<file path="src/rtl/ipc_pkg.sv">
// Shared types, constants and helper functions of the isolated pixel check unit.
package ipc_pkg;

	localparam int MAX_WIDTH    = 1024;
	localparam int HEIGHT_LIMIT = 4096;
	localparam int COL_W        = $clog2(MAX_WIDTH);
	localparam int ROW_W        = $clog2(HEIGHT_LIMIT);
	localparam int FW_W         = 11;
	localparam int FH_W         = 13;
	localparam int DATA_W       = 32;
	localparam int PADDR_W      = 3;
	localparam int OBUF_DEPTH   = 3;
	localparam int OBUF_CNT_W   = $clog2(OBUF_DEPTH + 1);

	localparam logic [FW_W-1:0] FW_RESET = FW_W'(1024);
	localparam logic [FH_W-1:0] FH_RESET = FH_W'(1024);

	typedef enum logic [0:0] {
		REG_FRAME_WIDTH  = 1'b0,
		REG_FRAME_HEIGHT = 1'b1
	} reg_idx_t;

	typedef struct packed {
		logic             restart;
		logic [COL_W-1:0] wm1;
		logic [ROW_W-1:0] hm1;
	} cfg_t;

	typedef struct packed {
		logic vld;
		logic all_connected;
	} res_t;

	// Last column index for a programmed width; zero counts as one column.
	function automatic logic [COL_W-1:0] eff_width_m1(input logic [FW_W-1:0] w);
		if (w == '0) begin
			return '0;
		end else if (w > FW_W'(MAX_WIDTH)) begin
			return COL_W'(MAX_WIDTH - 1);
		end else begin
			return COL_W'(w - 1'b1);
		end
	endfunction

	// Last row index for a programmed height; zero counts as one row.
	function automatic logic [ROW_W-1:0] eff_height_m1(input logic [FH_W-1:0] h);
		if (h == '0) begin
			return '0;
		end else if (h > FH_W'(HEIGHT_LIMIT)) begin
			return ROW_W'(HEIGHT_LIMIT - 1);
		end else begin
			return ROW_W'(h - 1'b1);
		end
	endfunction

endpackage

</file>
<file path="src/rtl/ipc_cfg_regs.sv">
// Frame size registers behind the APB-style configuration port.
module ipc_cfg_regs import ipc_pkg::*; (
	input  logic               clk,
	input  logic               arst_n,
	input  logic               psel,
	input  logic               penable,
	input  logic               pwrite,
	input  logic [PADDR_W-1:0] paddr,
	input  logic [DATA_W-1:0]  pwdata,
	output logic [DATA_W-1:0]  prdata,
	output logic               pready,
	output cfg_t               cfg
);

	logic             wr_en;
	reg_idx_t         idx;
	logic [FW_W-1:0]  width_q;
	logic [FH_W-1:0]  height_q;
	logic [COL_W-1:0] wm1_q;
	logic [ROW_W-1:0] hm1_q;

	assign pready = 1'b1;
	assign wr_en  = psel & penable & pwrite;
	assign idx    = reg_idx_t'(paddr[2]);

	always_ff @(posedge clk or negedge arst_n) begin
		if (!arst_n) begin
			width_q  <= FW_RESET;
			height_q <= FH_RESET;
			wm1_q    <= eff_width_m1(FW_RESET);
			hm1_q    <= eff_height_m1(FH_RESET);
		end else if (wr_en) begin
			case (idx)
				REG_FRAME_WIDTH: begin
					width_q <= pwdata[FW_W-1:0];
					wm1_q   <= eff_width_m1(pwdata[FW_W-1:0]);
				end
				REG_FRAME_HEIGHT: begin
					height_q <= pwdata[FH_W-1:0];
					hm1_q    <= eff_height_m1(pwdata[FH_W-1:0]);
				end
				default: ;
			endcase
		end
	end

	always_comb begin
		case (idx)
			REG_FRAME_WIDTH:  prdata = {{(DATA_W - FW_W){1'b0}}, width_q};
			REG_FRAME_HEIGHT: prdata = {{(DATA_W - FH_W){1'b0}}, height_q};
			default:          prdata = '0;
		endcase
	end

	// Any register write restarts the frame.
	assign cfg.restart = wr_en;
	assign cfg.wm1     = wm1_q;
	assign cfg.hm1     = hm1_q;

endmodule

</file>
<file path="src/rtl/ipc_datapath.sv">
// Position counters, the two line memories and the pixel judging stage.
module ipc_datapath import ipc_pkg::*; (
	input  logic clk,
	input  logic arst_n,
	input  cfg_t cfg,
	input  logic in_accept,
	input  logic pixel,
	output logic busy_s1,
	output res_t res
);

	logic [COL_W-1:0] col_q;
	logic [ROW_W-1:0] row_q;
	logic             last_col_s0;
	logic             last_row_s0;

	logic             valid_s1;
	logic             pixel_s1;
	logic [COL_W-1:0] col_s1;
	logic             first_row_s1;
	logic             last_row_s1;
	logic             last_col_s1;
	logic             up_rd_s1;
	logic             cur_rd_s1;
	logic             fwd_s1;
	logic             fwd_d_s1;

	logic             flag_q;
	logic             left_pixel_q;
	logic             left_alone_q;
	logic             pend_q;
	logic             pend_d_q;

	logic             upper_mem [MAX_WIDTH];
	logic             cur_mem   [MAX_WIDTH];

	logic             cur_we;
	logic [COL_W-1:0] cur_wa;
	logic             cur_wd;

	logic             up;
	logic             below_wait;
	logic             has_left;
	logic             left_settled;
	logic             alone;
	logic             miss_below;
	logic             miss_left;
	logic             miss_self;
	logic             flag_n;
	logic             frame_end;

	assign last_col_s0 = (col_q == cfg.wm1);
	assign last_row_s0 = (row_q == cfg.hm1);

	always_ff @(posedge clk or negedge arst_n) begin
		if (!arst_n) begin
			col_q <= '0;
			row_q <= '0;
		end else if (cfg.restart) begin
			col_q <= '0;
			row_q <= '0;
		end else if (in_accept) begin
			if (last_col_s0) begin
				col_q <= '0;
				row_q <= last_row_s0 ? '0 : row_q + 1'b1;
			end else begin
				col_q <= col_q + 1'b1;
			end
		end
	end

	always_ff @(posedge clk) begin
		if (in_accept) begin
			pixel_s1     <= pixel;
			col_s1       <= col_q;
			first_row_s1 <= (row_q == '0);
			last_row_s1  <= last_row_s0;
			last_col_s1  <= last_col_s0;
		end
	end

	// Upper row: the old entry is read and the new pixel written in the same cycle.
	always_ff @(posedge clk) begin
		if (in_accept) begin
			up_rd_s1        <= upper_mem[col_q];
			upper_mem[col_q] <= pixel;
		end
	end

	// Pending-judgment row: a write to the entry being read this cycle is forwarded.
	always_ff @(posedge clk) begin
		if (in_accept) begin
			cur_rd_s1 <= cur_mem[col_q];
			fwd_s1    <= cur_we && (cur_wa == col_q);
			fwd_d_s1  <= cur_wd;
		end
		if (cur_we) begin
			cur_mem[cur_wa] <= cur_wd;
		end
	end

	assign up           = ~first_row_s1 & up_rd_s1;
	assign below_wait   = fwd_s1 ? fwd_d_s1 : cur_rd_s1;
	assign has_left     = (col_s1 != '0);
	// The left registers are clear at column zero, so no column test is needed here.
	assign left_settled = ~pixel_s1 & left_alone_q;
	assign alone        = pixel_s1 & ~up & ~left_pixel_q;
	assign frame_end    = valid_s1 & last_col_s1 & last_row_s1;

	assign miss_below = valid_s1 & ~first_row_s1 & below_wait & ~pixel_s1;
	assign miss_left  = valid_s1 & has_left & last_row_s1 & left_settled;
	assign miss_self  = frame_end & alone;
	assign flag_n     = flag_q & ~(miss_below | miss_left | miss_self);

	// The last column of a wide row settles two entries; the second is written in the next
	// cycle, in which a column-zero pixel, if one follows, has nothing to write.
	always_comb begin
		cur_we = 1'b0;
		cur_wa = col_s1;
		cur_wd = alone;
		if (pend_q) begin
			cur_we = 1'b1;
			cur_wa = cfg.wm1;
			cur_wd = pend_d_q;
		end else if (valid_s1 && has_left) begin
			cur_we = 1'b1;
			cur_wa = col_s1 - 1'b1;
			cur_wd = left_settled;
		end else if (valid_s1 && last_col_s1) begin
			cur_we = 1'b1;
		end
	end

	always_ff @(posedge clk) begin
		pend_d_q <= alone;
	end

	always_ff @(posedge clk or negedge arst_n) begin
		if (!arst_n) begin
			valid_s1     <= 1'b0;
			flag_q       <= 1'b1;
			left_pixel_q <= 1'b0;
			left_alone_q <= 1'b0;
			pend_q       <= 1'b0;
		end else if (cfg.restart) begin
			valid_s1     <= 1'b0;
			flag_q       <= 1'b1;
			left_pixel_q <= 1'b0;
			left_alone_q <= 1'b0;
			pend_q       <= 1'b0;
		end else begin
			valid_s1 <= in_accept;
			pend_q   <= valid_s1 & last_col_s1 & has_left;
			if (valid_s1) begin
				flag_q       <= frame_end ? 1'b1 : flag_n;
				left_pixel_q <= last_col_s1 ? 1'b0 : pixel_s1;
				left_alone_q <= last_col_s1 ? 1'b0 : alone;
			end
		end
	end

	assign busy_s1           = valid_s1;
	assign res.vld           = frame_end;
	assign res.all_connected = flag_n;

endmodule

</file>
<file path="src/rtl/ipc_out_buf.sv">
// Small result queue between the judging stage and the output channel.
module ipc_out_buf import ipc_pkg::*; (
	input  logic                  clk,
	input  logic                  arst_n,
	input  res_t                  res,
	input  logic                  out_stall,
	output logic                  out_valid,
	output logic                  all_connected,
	output logic [OBUF_CNT_W-1:0] cnt
);

	logic                  q [OBUF_DEPTH];
	logic [OBUF_CNT_W-1:0] cnt_q;
	logic                  pop;
	logic [OBUF_CNT_W-1:0] wr_pos;

	assign pop    = (cnt_q != '0) & ~out_stall;
	assign wr_pos = cnt_q - OBUF_CNT_W'(pop);

	always_ff @(posedge clk or negedge arst_n) begin
		if (!arst_n) begin
			cnt_q <= '0;
		end else begin
			cnt_q <= cnt_q + OBUF_CNT_W'(res.vld) - OBUF_CNT_W'(pop);
		end
	end

	// Each entry takes the new result or, on a pop, shifts down by one; the last only takes new results.
	always_ff @(posedge clk) begin
		for (int i = 0; i < OBUF_DEPTH - 1; i++) begin
			if (res.vld && (wr_pos == OBUF_CNT_W'(i))) begin
				q[i] <= res.all_connected;
			end else if (pop) begin
				q[i] <= q[i + 1];
			end
		end
		if (res.vld && (wr_pos == OBUF_CNT_W'(OBUF_DEPTH - 1))) begin
			q[OBUF_DEPTH - 1] <= res.all_connected;
		end
	end

	assign out_valid     = (cnt_q != '0);
	assign all_connected = q[0];
	assign cnt           = cnt_q;

endmodule

</file>
<file path="src/rtl/isolated_pixel_check_unit.sv">
// Isolated pixel check unit: top level with configuration, datapath and result queue.
//
// A binary image enters in raster order, one pixel per transfer on the input channel
// (in_valid, in_stall, pixel). Frame width and height are set through the APB-style port;
// a write to either register restarts the frame. It must be made only while the unit
// is idle; the unit itself does not enforce this. On the last pixel of each frame one
// result transfer leaves on the output channel (out_valid, out_stall, all_connected):
// 1 when every foreground pixel has a foreground up, down, left or right neighbor,
// positions outside the frame counting as background. Throughput is one pixel per cycle
// while the input is not stalled: the upper-row and pending-judgment memories are read
// and written back as pixels are accepted, with forwarding into the registered read.
// A result passes the memory read stage, then the result queue, before it is offered.
// The result queue holds three entries; the input stalls only when the queued results and
// the pixel in flight already take all three, so a receiver that stalls for a while stops
// the input and loses nothing. Reset sets 1024 by 1024 and starts a fresh frame.
// The line memories need no clearing: only entries written in the same frame are used.
module isolated_pixel_check_unit import ipc_pkg::*; (
	input  logic               clk,
	input  logic               arst_n,
	input  logic               psel,
	input  logic               penable,
	input  logic               pwrite,
	input  logic [PADDR_W-1:0] paddr,
	input  logic [DATA_W-1:0]  pwdata,
	output logic [DATA_W-1:0]  prdata,
	output logic               pready,
	input  logic               in_valid,
	output logic               in_stall,
	input  logic               pixel,
	output logic               out_valid,
	input  logic               out_stall,
	output logic               all_connected
);

	cfg_t                  cfg;
	res_t                  res;
	logic                  busy_s1;
	logic                  in_accept;
	logic [OBUF_CNT_W-1:0] obuf_cnt;
	logic [OBUF_CNT_W:0]   committed;

	ipc_cfg_regs u_cfg (
		.clk     (clk),
		.arst_n  (arst_n),
		.psel    (psel),
		.penable (penable),
		.pwrite  (pwrite),
		.paddr   (paddr),
		.pwdata  (pwdata),
		.prdata  (prdata),
		.pready  (pready),
		.cfg     (cfg)
	);

	// Accept only when the queue has room for this pixel's result and the one in flight.
	assign committed = {1'b0, obuf_cnt} + (OBUF_CNT_W + 1)'(busy_s1);
	assign in_stall  = (committed >= (OBUF_CNT_W + 1)'(OBUF_DEPTH));
	assign in_accept = in_valid & ~in_stall;

	ipc_datapath u_dp (
		.clk       (clk),
		.arst_n    (arst_n),
		.cfg       (cfg),
		.in_accept (in_accept),
		.pixel     (pixel),
		.busy_s1   (busy_s1),
		.res       (res)
	);

	ipc_out_buf u_obuf (
		.clk           (clk),
		.arst_n        (arst_n),
		.res           (res),
		.out_stall     (out_stall),
		.out_valid     (out_valid),
		.all_connected (all_connected),
		.cnt           (obuf_cnt)
	);

endmodule
</file>
<file path="config.mk">
export PLATFORM = sky130hd
export DESIGN_NAME = isolated_pixel_check_unit
export DESIGN_NICKNAME = d
export VERILOG_FILES = /design/src/rtl/ipc_pkg.sv /design/src/rtl/ipc_cfg_regs.sv /design/src/rtl/ipc_datapath.sv /design/src/rtl/ipc_out_buf.sv /design/src/rtl/isolated_pixel_check_unit.sv
export SDC_FILE = /design/constraint.sdc
export NUM_CORES = 2
export LEC_CHECK = 0
export BUFFER_PORTS_ARGS = -buffer_cell sky130_fd_sc_hd__buf_2
export CORE_ASPECT_RATIO = 2
export CORE_UTILIZATION = 65
export CTS_CLUSTER_DIAMETER = 120
export DETAILED_ROUTE_END_ITERATION = 6
export PLACE_DENSITY_LB_ADDON = 0.1
export SLEW_MARGIN = 20
export SYNTH_ARGS = -nofsm -noshare
export SYNTH_HDL_FRONTEND = slang
export SYNTH_SLANG_ARGS = --single-unit
</file>
<file path="constraint.sdc">
create_clock -name clk -period 125.7 [get_ports clk]
set_input_delay 0 -clock clk [delete_from_list [all_inputs] [get_ports clk]]
set_output_delay 0 -clock clk [all_outputs]
set_load 0.005 [all_outputs]
</file>
==> impl_metrics.toml <==
[routing]
via_per_inst = 6.75
drt-total-wl_um = 274000
vias = 59752
ant_nets = 0
firstDrtPassIters = 6
drt_iter0_drc = 7908
drcViolationCount = 0
routedWlPerCell_um = 31.0

[synthesis]
synth_edf_count = 2069
ys_seq_area_frac = 0.685
syn_area_per_cell_sq_um = 13.2
syn_inst = 7077
synthTopCellsByCount = "nor2_1 (2111), edfxtp_1 (2069), mux2i_1 (765)"
yosysTopAreaCell = "edfxtp_1"
yosys.cell_count.top_type = "nor2_1"
synth_top_area_share = 0.664
ys_seq_elements = 2145
synthArstFlopShare = 0.0350
ys_types = 81
yosys_warnings = 0
synthesis.area_sq_um = 93600
synth_ff_type = "edfxtp_1"
synth.area.top_cells = "edfxtp_1 (66%), nor2_1 (8.5%), mux2i_1 (8.2%)"

[status]
outcome = "finished, final reports clean"

[sta]
setup_tns_ns = 0
max_slew_margin = 0.145
tightest_slew_ns = 1.28
setup_ws_ns = 118.67
min_period_ns = 7.03
finalHoldViolCount = 0
rsz0062_at_grt = "false"
slew_violations = 0
setup_violations = 0
fmaxAchievable_mhz = 142
finalClockSkew_ns = 0.0441
fin_crit_sh = 0.0559

[power_and_ir_drop]
ir_worst_vdd_v = 0.0000333
leakage_nw = 31.1
powerDensity_nw_per_um2 = 19.3
finalPower_mw = 1.95

[worst_setup_path]
path_delay_family = "buffers and inverters"
crit_top_cell = "buf_4"
reg2reg_from = "u_dp.col_q[1]"
slowest_delay_ns = 0.88
criticalPathCategory = "reg2reg"
end_kind = "register"
cp_max_fo = 120
start_kind = "register"
arrival_ns = 7.51
reg2reg_to = "u_dp.up_rd_s1"
path_buf_inv = 4
crit_slowest_cell = "dfrtp_4"
crit_path_start = "u_dp.col_q[1]"
rrSetupSlack_ns = 118.67
reg2regPathDepth = 12
cp.required_ns = 126.18
cp_cell_sequence = "buf_12 -> buf_4 -> buf_4 -> buf_4 -> mux2i_1 -> o22ai_1 -> or4_1 -> nor3_1 -> a311oi_1 -> o21ai_0 -> and4b_1 -> nand4_1"

[placement]
pre_cts_slack_ns = 118.92
place.gp.congestion = 0.870
io_buffers = 37
dp_hpwl_um = 149000

[hold_path]
min_path_cells = 5
holdCritStartpoint = "paddr[2]"
hold_class = "in2reg"
hold_end = "u_cfg.wm1_q[1]"

[die]
start_util = 0.656
die_h_um = 539
rows = 196
core_sq_um = 143000
io_pins = 79
die-area_sq_um = 146000
dieWidth_um = 270

[clocking]
cts_tree = "built"
clockBufferDepth = 4
insertion_delay_ns = 0.85
path_clk_slew_ns = 0.07
cts_max_level = 4
cts_sinks = 2145
cts-buffers-inserted = 185
cts_root_buffer = "clkbuf_16"

[flow_run]
drv_cap = 0

[global_routing]
grt_antenna_before_repair = 5
grt_usage = 0.373
grt_pass1_vias = 58824
grt_pass1_wl_um = 388000
grt-ovfl-total = 0
grt_max_degree = 307

[final_layout]
fin_util = 0.708
nets = 6892
drive_gt1_frac = 0.118
fillers = 9825
area_delta_synth_final_pct = 7.99
worst min-delay path, cell delays in order:
cell and delay, ns:
buf_2 0.21, nand2b_1 0.18, buf_4 0.23, nand2_1 0.10, o21ai_0 0.07
layout make-up:
class / instances / area, sq um / share of cell area
Clock inverter: 101 / 811 / 0.00802
Sequential cell: 2145 / 64100 / 0.634
Timing Repair Buffer: 218 / 1770 / 0.0175
Clock buffer: 225 / 4910 / 0.0486
Antenna cell: 2 / 5.00 / 0.0000495
Tap cell: 1881 / 2350 / 0.0233
Multi-Input combinational cell: 4259 / 27000 / 0.268
Inverter: 26 / 97.6 / 0.000966
state kept, by name, summed over array words and instances, names as in the netlist, 2 cells and up:
register        count
u_dp.cur_mem     1024
u_dp.upper_mem   1024
u_cfg.height_q     13
u_cfg.hm1_q        12
u_dp.row_q         12
u_cfg.width_q      11
u_cfg.wm1_q        10
u_dp.col_q         10
u_dp.col_s1        10
u_obuf.q            3
u_obuf.cnt          2
layer usage:
metal,vias to the layer above,track usage,routed length [um]
met5,-,0,26
met4,4,0.273,24100
met3,1091,0.0575,24200
met2,3507,0.640,138000
met1,30050,0.423,88200
li1,25100,-,-
per-stage QoR:
step	instance area, sq um	cells	hold WS [ns]
global placement	94900	8500	0.197
finish	101000	8857	0.0175
detailed placement	94900	8500	0.213
CTS	101000	8853	0.00726
floorplan	93600	7095	-0.296
global route	101000	8856	0.0202
where the power goes:
part	switching [mW]	total [mW]	leakage, nW	internal (mW)
Clock	0.255	0.558	2.81	0.303
Sequential	0.0160	0.886	19.7	0.871
Combinational	0.353	0.509	8.60	0.155
Total	0.625	1.95	31.1	1.33
cell usage in the layout (no fill, tap or decap), types with 25 or more instances in the layout:
master         instances
nor2_1              2107
edfxtp_1            2069
mux2i_1              765
o22ai_1              352
clkbuf_16            191
buf_4                146
mux4_2               139
nand2_1              136
o21ai_0               73
nand2_2               66
nor4_1                64
dfrtp_1               45
mux2_2                43
clkinv_1              40
nor2_2                40
xnor2_1               38
clkinv_2              37
a21oi_1               36
buf_2                 35
clkbuf_1              34
nand3_1               31
a22oi_1               30
nor3_1                29
or4_1                 27
dlygate4sd3_1         26
inv_1                 25
cells by family after synthesis:
| logic type | Yosys count | synth area share |
|---|---|---|
| muxes | 948 | 0.121 |
| adders and majority gates | 14 | 0.00187 |
| buffers and inverters | 691 | 0.0322 |
| AOI/OAI and AO/OA | 583 | 0.0398 |
| other | 2 | 0.0000803 |
| and+or+nand+nor | 2639 | 0.116 |
| xor gates and xnor gates | 55 | 0.00515 |
| DFF | 2145 | 0.685 |
worst max path at each step:
stage | cells after the start | endpoint | slack, ns
after floorplan | 6 | u_dp.cur_mem[0] | 76.31
after global placement | 12 | u_dp.up_rd_s1 | 118.93
after detailed placement | 12 | u_dp.up_rd_s1 | 118.92
after CTS | 12 | u_dp.up_rd_s1 | 118.91
after global routing | 12 | u_dp.up_rd_s1 | 118.66
final | 12 | u_dp.up_rd_s1 | 118.67
what timing repair did:
action	CTS	global route
endpoints found under the setup margin	0	0
hold endpoints to repair	278	0
hold buffers	27	0
buffers inserted	0	0
resized for setup	0	0
Power figures use the tool's default switching activity.
